`config.mk`:
```
export PLATFORM = sky130hd
export DESIGN_NAME = prioritized_repeating_timer_bank_top
export DESIGN_NICKNAME = d
export VERILOG_FILES = /design/src/sv/prtb_pkg.sv /design/src/sv/prtb_slot_alu.sv /design/src/sv/prioritized_repeating_timer_bank_top.sv
export SDC_FILE = /design/constraint.sdc
export NUM_CORES = 2
export LEC_CHECK = 0
export BUFFER_PORTS_ARGS = -buffer_cell sky130_fd_sc_hd__buf_2
export CAP_MARGIN = 20
export CORE_MARGIN = 4
export CORE_UTILIZATION = 40
export CTS_BUF_LIST = sky130_fd_sc_hd__clkbuf_8
export CTS_CLUSTER_SIZE = 8
export DETAILED_ROUTE_END_ITERATION = 7
export PLACE_DENSITY = 0.53
export RECOVER_POWER = 100
export SLEW_MARGIN = 10
export SYNTH_ARGS = -nofsm -noshare
export SYNTH_HDL_FRONTEND = slang
export SYNTH_SLANG_ARGS = --single-unit
```
`constraint.sdc`:
```
create_clock -name i_clk -period 38.8 [get_ports i_clk]
set_clock_uncertainty 0.15 [all_clocks]
set_input_delay 9.7 -clock i_clk [delete_from_list [all_inputs] [get_ports i_clk]]
set_output_delay 9.7 -clock i_clk [all_outputs]
set_load 0.02 [all_outputs]
```
`src/sv/prtb_pkg.sv`:
```
`timescale 1ns / 1ps
`default_nettype none
package prtb_pkg;
    typedef enum logic [2:0] {
        KIND_SCHEDULED = 3'd0,
        KIND_FULL      = 3'd1,
        KIND_CANCELLED = 3'd2,
        KIND_FIRE      = 3'd3,
        KIND_TICK_DONE = 3'd4
    } t_kind;

    typedef enum logic [1:0] {
        FUNC_SCHEDULE = 2'd0,
        FUNC_CANCEL   = 2'd1,
        FUNC_TICK     = 2'd2,
        FUNC_NONE     = 2'd3
    } t_func;

    localparam logic [31:0] ACC_MAX = 32'hFFFF_FFFF;
    localparam logic [15:0] CNT_MAX = 16'hFFFF;
endpackage
`default_nettype wire

```
`src/sv/prtb_slot_alu.sv`:
```
`timescale 1ns / 1ps
`default_nettype none
// Shared per-slot tick update: saturating add, delay and period compares.
module prtb_slot_alu
    import prtb_pkg::*;
(
    input  wire logic        i_time_mode,
    input  wire logic        i_running,
    input  wire logic [31:0] i_accum,
    input  wire logic [31:0] i_delay,
    input  wire logic [31:0] i_period,
    input  wire logic [15:0] i_count,
    input  wire logic [15:0] i_repeat,
    input  wire logic        i_forever,
    input  wire logic [31:0] i_elapsed,
    output logic             o_running,
    output logic [31:0]      o_accum,
    output logic [15:0]      o_count,
    output logic             o_fired,
    output logic             o_final
);
    logic [32:0] sum;
    logic [31:0] acc;
    always_comb begin
        sum       = {1'b0, i_accum} + {1'b0, (i_time_mode ? i_elapsed : 32'd1)};
        acc       = sum[32] ? ACC_MAX : sum[31:0];
        o_running = i_running;
        if (!i_running && acc >= i_delay) begin
            o_running = 1'b1;
            acc       = '0;
        end
        o_fired = 1'b0;
        o_count = i_count;
        if (o_running && acc >= i_period) begin
            acc     = '0;
            o_fired = 1'b1;
            if (i_count != CNT_MAX) o_count = i_count + 16'd1;
        end
        o_final = o_fired && !i_forever && (o_count >= i_repeat);
        o_accum = acc;
    end
endmodule
`default_nettype wire

```
`src/sv/prioritized_repeating_timer_bank_top.sv`:
```
`timescale 1ns / 1ps
`default_nettype none
// Prioritised repeating timer bank.
// Command channel: an item is taken when i_start is high and o_busy is low.
// func 0 schedules into the lowest free slot, 1 cancels a slot, 2 ticks the
// bank, 3 only answers tick done.
// Results appear on o_result_* for one cycle under o_strobe; the receiver
// cannot stall, so nothing is held back. o_last_of_run marks the last one.
// A schedule or cancel answer is registered through the S_CMD state, and
// the next item can be accepted on the same edge on which it is taken.
// A tick runs one shared update unit over every slot, one slot a cycle,
// then emits fires: each fire is found by a selection pass over the slots,
// one slot a cycle, followed by an emit state, and a last pass ends the run
// with tick done. o_busy stays high until a tick's last result is taken.
// Reset clears valid and running bits and the stamp counter; slot payload
// stores are left as they are.
module prioritized_repeating_timer_bank_top
    import prtb_pkg::*;
#(
    parameter int NUM_SLOTS   = 16,
    parameter int PRIO_LEVELS = 16
) (
    input  wire logic        i_clk,
    input  wire logic        i_rst_n,
    input  wire logic        i_start,
    output logic             o_busy,
    input  wire logic [1:0]  i_func,
    input  wire logic [3:0]  i_slot_id,
    input  wire logic        i_time_based,
    input  wire logic [31:0] i_delay_amount,
    input  wire logic [31:0] i_period_amount,
    input  wire logic [15:0] i_repeat_limit,
    input  wire logic        i_repeat_forever,
    input  wire logic [3:0]  i_task_priority,
    input  wire logic [31:0] i_elapsed_time,
    output logic             o_strobe,
    output logic [2:0]       o_result_kind,
    output logic [3:0]       o_result_slot,
    output logic             o_fire_final,
    output logic             o_last_of_run
);
    localparam int SW = (NUM_SLOTS > 1) ? $clog2(NUM_SLOTS) : 1;
    localparam int CW = $clog2(NUM_SLOTS + 1);
    localparam int PW = (PRIO_LEVELS > 1) ? $clog2(PRIO_LEVELS) : 1;
    localparam logic [PW-1:0] PRIO_TOP = PW'(PRIO_LEVELS - 1);

    typedef enum logic [4:0] {
        S_IDLE   = 5'b00001,
        S_CMD    = 5'b00010,
        S_UPDATE = 5'b00100,
        S_SELECT = 5'b01000,
        S_EMIT   = 5'b10000
    } t_state;

    t_state r_state, n_state;

    logic [NUM_SLOTS-1:0] r_valid, r_running, r_fired, r_final;
    logic [31:0] r_stamp_cnt;

    // slot stores, one index per cycle
    logic        r_mode   [NUM_SLOTS];
    logic [31:0] r_delay  [NUM_SLOTS];
    logic [31:0] r_period [NUM_SLOTS];
    logic [15:0] r_repeat [NUM_SLOTS];
    logic        r_forever[NUM_SLOTS];
    logic [15:0] r_count  [NUM_SLOTS];
    logic [31:0] r_accum  [NUM_SLOTS];
    logic [PW-1:0] r_prio [NUM_SLOTS];
    logic [31:0] r_stamp  [NUM_SLOTS];

    logic [31:0] r_elapsed;
    logic [CW-1:0] r_idx;
    logic        r_have_best;
    logic [SW-1:0] r_best;

    logic        r_strobe;
    t_kind       r_kind;
    logic [3:0]  r_rslot;
    logic        r_rfinal, r_rlast;

    logic [SW-1:0] idx;
    assign idx = r_idx[SW-1:0];

    logic alu_running, alu_fired, alu_final;
    logic [31:0] alu_accum;
    logic [15:0] alu_count;

    prtb_slot_alu u_alu (
        .i_time_mode(r_mode[idx]), .i_running(r_running[idx]),
        .i_accum(r_accum[idx]), .i_delay(r_delay[idx]),
        .i_period(r_period[idx]), .i_count(r_count[idx]),
        .i_repeat(r_repeat[idx]), .i_forever(r_forever[idx]),
        .i_elapsed(r_elapsed), .o_running(alu_running), .o_accum(alu_accum),
        .o_count(alu_count), .o_fired(alu_fired), .o_final(alu_final)
    );

    // lowest free slot
    logic          free_found;
    logic [SW-1:0] free_slot;
    always_comb begin
        free_found = 1'b0;
        free_slot  = '0;
        for (int s = NUM_SLOTS - 1; s >= 0; s--) begin
            if (!r_valid[s]) begin
                free_found = 1'b1;
                free_slot  = SW'(s);
            end
        end
    end

    // candidate beats current best?
    logic beats;
    always_comb begin
        if (r_prio[idx] != r_prio[r_best]) beats = r_prio[idx] < r_prio[r_best];
        else if (r_stamp[idx] != r_stamp[r_best]) beats = r_stamp[idx] < r_stamp[r_best];
        else beats = idx < r_best;
    end

    logic last_idx;
    assign last_idx = (r_idx == CW'(NUM_SLOTS - 1));
    logic accept;
    assign accept = i_start && (r_state == S_IDLE);
    assign o_busy = (r_state != S_IDLE);

    always_comb begin
        n_state = r_state;
        unique case (r_state)
            S_IDLE:   if (accept) n_state = (i_func == FUNC_TICK) ? S_UPDATE : S_CMD;
            S_CMD:    n_state = S_IDLE;
            S_UPDATE: if (last_idx) n_state = S_SELECT;
            S_SELECT: if (last_idx) n_state = S_EMIT;
            S_EMIT:   n_state = (r_have_best) ? S_SELECT : S_IDLE;
            default:  n_state = S_IDLE;
        endcase
    end

    always_ff @(posedge i_clk) begin
        if (!i_rst_n) begin
            r_state     <= S_IDLE;
            r_valid     <= '0;
            r_running   <= '0;
            r_fired     <= '0;
            r_stamp_cnt <= '0;
            r_strobe    <= 1'b0;
            r_have_best <= 1'b0;
            r_idx       <= '0;
        end else begin
            r_state  <= n_state;
            unique case (r_state)
                S_IDLE: begin
                    r_strobe <= 1'b0;
                    r_idx    <= '0;
                    if (accept) begin
                        r_elapsed <= i_elapsed_time;
                        r_fired   <= '0;
                        if (i_func == FUNC_SCHEDULE && free_found) begin
                            r_valid[free_slot]   <= 1'b1;
                            r_running[free_slot] <= 1'b0;
                            r_mode[free_slot]    <= i_time_based;
                            r_delay[free_slot]   <= i_delay_amount;
                            r_period[free_slot]  <= i_period_amount;
                            r_repeat[free_slot]  <= (i_repeat_limit == '0) ? 16'd1
                                                                            : i_repeat_limit;
                            r_forever[free_slot] <= i_repeat_forever;
                            r_count[free_slot]   <= '0;
                            r_accum[free_slot]   <= '0;
                            r_prio[free_slot]    <= ({28'd0, i_task_priority} >
                                                     32'(PRIO_LEVELS - 1))
                                                    ? PRIO_TOP : PW'(i_task_priority);
                            r_stamp[free_slot]   <= r_stamp_cnt;
                            r_stamp_cnt          <= r_stamp_cnt + 32'd1;
                        end
                        if (i_func == FUNC_CANCEL && {28'd0, i_slot_id} < 32'(NUM_SLOTS)) begin
                            r_valid[SW'(i_slot_id)]   <= 1'b0;
                            r_running[SW'(i_slot_id)] <= 1'b0;
                        end
                        r_kind   <= (i_func == FUNC_SCHEDULE)
                                    ? (free_found ? KIND_SCHEDULED : KIND_FULL)
                                    : (i_func == FUNC_CANCEL) ? KIND_CANCELLED
                                    : KIND_TICK_DONE;
                        r_rslot  <= (i_func == FUNC_SCHEDULE && free_found) ? 4'(free_slot)
                                    : (i_func == FUNC_CANCEL) ? i_slot_id : 4'd0;
                        r_rfinal <= 1'b0;
                        r_rlast  <= 1'b1;
                    end
                end
                S_CMD: r_strobe <= 1'b1;
                S_UPDATE: begin
                    r_strobe <= 1'b0;
                    if (r_valid[idx]) begin
                        r_running[idx] <= alu_running;
                        r_accum[idx]   <= alu_accum;
                        r_count[idx]   <= alu_count;
                        r_fired[idx]   <= alu_fired;
                        r_final[idx]   <= alu_final;
                    end
                    r_idx       <= last_idx ? '0 : r_idx + CW'(1);
                    r_have_best <= 1'b0;
                end
                S_SELECT: begin
                    r_strobe <= 1'b0;
                    if (r_fired[idx] && (!r_have_best || beats)) begin
                        r_have_best <= 1'b1;
                        r_best      <= idx;
                    end
                    r_idx <= last_idx ? '0 : r_idx + CW'(1);
                end
                S_EMIT: begin
                    r_strobe    <= 1'b1;
                    r_have_best <= 1'b0;
                    if (r_have_best) begin
                        r_kind   <= KIND_FIRE;
                        r_rslot  <= 4'(r_best);
                        r_rfinal <= r_final[r_best];
                        r_rlast  <= 1'b0;
                        r_fired[r_best] <= 1'b0;
                        if (r_final[r_best]) begin
                            r_valid[r_best]   <= 1'b0;
                            r_running[r_best] <= 1'b0;
                        end
                    end else begin
                        r_kind   <= KIND_TICK_DONE;
                        r_rslot  <= '0;
                        r_rfinal <= 1'b0;
                        r_rlast  <= 1'b1;
                    end
                end
                default: r_strobe <= 1'b0;
            endcase
        end
    end

    assign o_strobe      = r_strobe;
    assign o_result_kind = r_kind;
    assign o_result_slot = r_rslot;
    assign o_fire_final  = r_rfinal;
    assign o_last_of_run = r_rlast;

    // a fire is never the end of a run
    a_fire_not_last: assert property (@(posedge i_clk) disable iff (!i_rst_n)
        (o_strobe && o_result_kind == KIND_FIRE) |-> !o_last_of_run)
        else $error("fire marked last");
    // an accepted command passes through S_CMD and answers with a last-of-run strobe
    a_cmd_answer: assert property (@(posedge i_clk) disable iff (!i_rst_n)
        (r_state == S_CMD) |=> (o_strobe && o_last_of_run))
        else $error("command answer missing");
    // a run ending returns the block to idle
    a_last_idle: assert property (@(posedge i_clk) disable iff (!i_rst_n)
        (o_strobe && o_last_of_run) |-> !o_busy)
        else $error("busy after last result");
endmodule
`default_nettype wire
```
==> metrics.csv <==
stage,metric,value,unit
status,status,finished with violations,
status,failing checks,"capacitance limit, slew limit",
timing,post-route clock period utilization,0.582,
floorplanning,Die Y,551,um
timing,"Hold Vio Cnt, Final",0,
worst_setup_path,reg-to-reg endpoint,r_accum[1][31],
worst_setup_path,Reg2Reg Depth,33,
synth,Mapped Cells,5825,
worst_hold_path,HP Class,flip-flop to flip-flop,
job,max cap viols,76,
synth,post-synth top area share,0.692,
synth,dominant synthesized flop cell,edfxtp_1,
placed_design,IO buf count,137,
timing,Relative slew margins,-6.49,
floorplanning,die footprint,304000,um^2
synth,Syn. warnings,0,
routing,initial drt markers,6442,
global_routing,Global Route Usage Sum,0.214,
synth,post-synthesis sequential area ratio,0.709,
timing,Slew @ Worst Pin,11240,ps
clock_tree,Worst-Skew Late Latency,1110,ps
global_routing,first-pass GRT wire length,467000,um
clock_tree,CTS tree,built,
timing,Setup Viol. Count Final,0,
worst_setup_path,"setup slack, reg-to-reg",16230,ps
pwr,final total power,0.00586,W
finish,area delta synth->final,11.5,%
clock_tree,"CTS clk-pin slew, worst paths",60,ps
timing,setup TNS,0,ps
placed_design,gpl congestion,0.897,
synth,asr flop ratio synth,0,
finish,final std cells w/o fill,10600,
clock_tree,postcts setup bufs,0,
pwr,static leakage,40.4,nW
floorplanning,# IOs,138,
pwr,pwr/cell area,44.5,nW/um^2
routing,DR DRC count,0,
worst_setup_path,crit-path max cell delay,2820,ps
finish,FILL cells,25400,
worst_setup_path,worst setup path end,r_accum[1][31],
floorplanning,Starting Density,0.402,
worst_setup_path,arrival time at the worst endpoint,23000,ps
clock_tree,H-tree depth,5,
synth,"top cells by count, synth","2717 x edfxtp_1, 982 x mux4_2, 215 x nand2_1, 200 x nor2_1, 179 x clkbuf_1",
floorplanning,FP Rows,199,
global_routing,antenna violations before repair,51,
timing,Max Fclk,44.3,MHz
global_routing,largest net degree at the start of global routing,118,
clock_tree,PostCTS Resize Cnt,0,
finish,# nets final,6566,
timing,Setup WS post-layout,16230,ps
clock_tree,CTS buffer count,467,
floorplanning,width of the die,551,um
synth,Unique masters post-synth,91,
finish,share of cells above drive strength 1,0.255,
synth,Yosys top cell by area,edfxtp_1,
synth,Post-synth EDFFs,2717,
placed_design,Setup Slack @ Placement,23690,ps
timing,final worst path period need,22570,ps
routing,ANT nets after route,0,
routing,Post-Route WL,327000,um
worst_setup_path,WP data required,39230,ps
synth,top-count cell post-synth,edfxtp_1,
clock_tree,Max Buffers Root-to-Sink,4,
synth,post-synthesis register bit count,2817,
synth,largest cells by area after synthesis,"edfxtp_1 69%, mux4_2 19%, dfxtp_1 1.7%",
worst_setup_path,Setup CP Type,flip-flop to flip-flop,
worst_setup_path,Worst setup EP type,flip-flop,
global_routing,total grt overflow,0,
synth,syn avg cell area,20.3,um^2
global_routing,vias in the first global route,63100,
routing,vias per cell,5.74,
placed_design,Cell Count Post-Placement,9718,
worst_setup_path,startpoint type of the worst setup path,flip-flop,
clock_tree,CTS root buffer,clkbuf_8,
timing,RSZ-0062 raised after global routing,no,
routing,per-cell routed wire length,30.8,um
worst_setup_path,worst-path fanout max,51,
synth,Mapped Nets,6110,
routing,TritonRoute pass-1 iters,5,
floorplanning,Core Footprint,294000,um^2
worst_setup_path,slowest CP cell,clkbuf_1,
placed_design,DP HPWL,185000,um
timing,Pins Over Slew Limit,3077,
worst_setup_path,CP dominant cell by count,clkbuf_1,
pwr,Peak supply drop,33.7,uV
routing,via count,60800,
clock_tree,cts hold-fix bufs,0,
clock_tree,Clock Sinks,2817,
synth,Mapped Area,118000,um^2
-- kinds of logic (layout without fill, tap and decap cells) --
group	Yosys count	after routing	share of synthesized area
compound gates	525	525	0.0286
xor+xnor	54	54	0.00401
fa+ha+maj	158	158	0.0168
buf+inv	495	1335	0.0177
flops	2817	2817	0.709
mux	1037	1037	0.194
other cells	0	15	0
simple gates	739	739	0.0306
-- cell usage in the layout, fill, tap and decap left out, types with 15 or more instances in the layout --
cell and instances:
mux2_2 16, a211oi_1 32, mux2i_1 27, edfxtp_1 2717, nand4_1 33, nand2_1 215, ha_1 157, nor2_1 199
nor3_2 15, clkbuf_1 204, buf_4 64, o21a_1 20, inv_1 334, buf_2 38, diode_2 15, nor3_1 23
nand2b_1 19, a31oi_1 38, or3_1 23, clkinv_2 30, clkbuf_8 475, a21oi_1 141, dfxtp_1 93, and3_1 31
nand3_1 49, xnor2_1 34, clkinv_1 148, a21o_1 35, o21ai_0 112, and2_1 40, mux4_2 982, nor4_1 16
o211ai_1 20, xor2_1 20, nor2b_1 23
-- worst max-delay path: cells and delay by family (launching register included) --
family	cells	cell delay, ps
simple gates	9	2720
compound gates	11	4130
mux	2	1270
buf+inv	8	10920
fa+ha+maj	3	880
flops	1	1770
-- routing by layer --
| layer | track usage | up-vias | part of all wire |
|---|---|---|---|
| met5 | 0 | - | 0.00034 |
| met4 | 0.0684 | 18 | 0.034 |
| met3 | 0.0398 | 556 | 0.069 |
| met2 | 0.335 | 2226 | 0.47 |
| met1 | 0.305 | 32600 | 0.43 |
| li1 | - | 25400 | - |
-- power by group --
part           internal [W]  total, W  switching, W
clock               0.00119   0.00240       0.00121
sequential          0.00332   0.00332    0.00000465
combinational     0.0000436  0.000139     0.0000954
total               0.00455   0.00586       0.00131
-- worst min-delay path by stage --
stage / to / startpoint / cells past startpoint
floorplan: r_fired[2] / r_fired[2] / 2
global placement: r_fired[1] / r_fired[1] / 2
detailed placement: r_fired[8] / r_fired[8] / 2
CTS: r_fired[8] / r_fired[8] / 2
global route: r_fired[8] / r_fired[8] / 2
finish: r_fired[8] / r_fired[8] / 2
-- area by class of cell --
cell class	instances	area, um^2	area share
clock inverter	378	1930	0.0147
inverter	170	646	0.00491
clock buffer	475	6540	0.0497
timing repair buffer	312	1560	0.0119
tap	3919	4900	0.0373
antenna	15	37.5	0.000285
sequential	2817	83600	0.635
multi-input combinational	2513	32400	0.246
-- registers in the layout, indices dropped and copies added, names as in the netlist, 32 cells and up, named ones only --
name / cells
r_accum: 512
r_count: 256
r_delay: 512
r_elapsed: 32
r_period: 512
r_prio: 64
r_repeat: 256
r_stamp: 512
r_stamp_cnt: 32
-- through the flow --
stage / utilization / cell area, um^2 / hold WS (ps)
2_1_floorplan: - / 118000 / 279
3_3_place_gp: 0.421 / 124000 / 288
3_5_place_dp: 0.421 / 124000 / 297
4_1_cts: 0.450 / 132000 / 306
5_1_grt: 0.448 / 132000 / 324
6_report: 0.448 / 132000 / 306
Note: power is estimated with default switching activity, not from simulation.
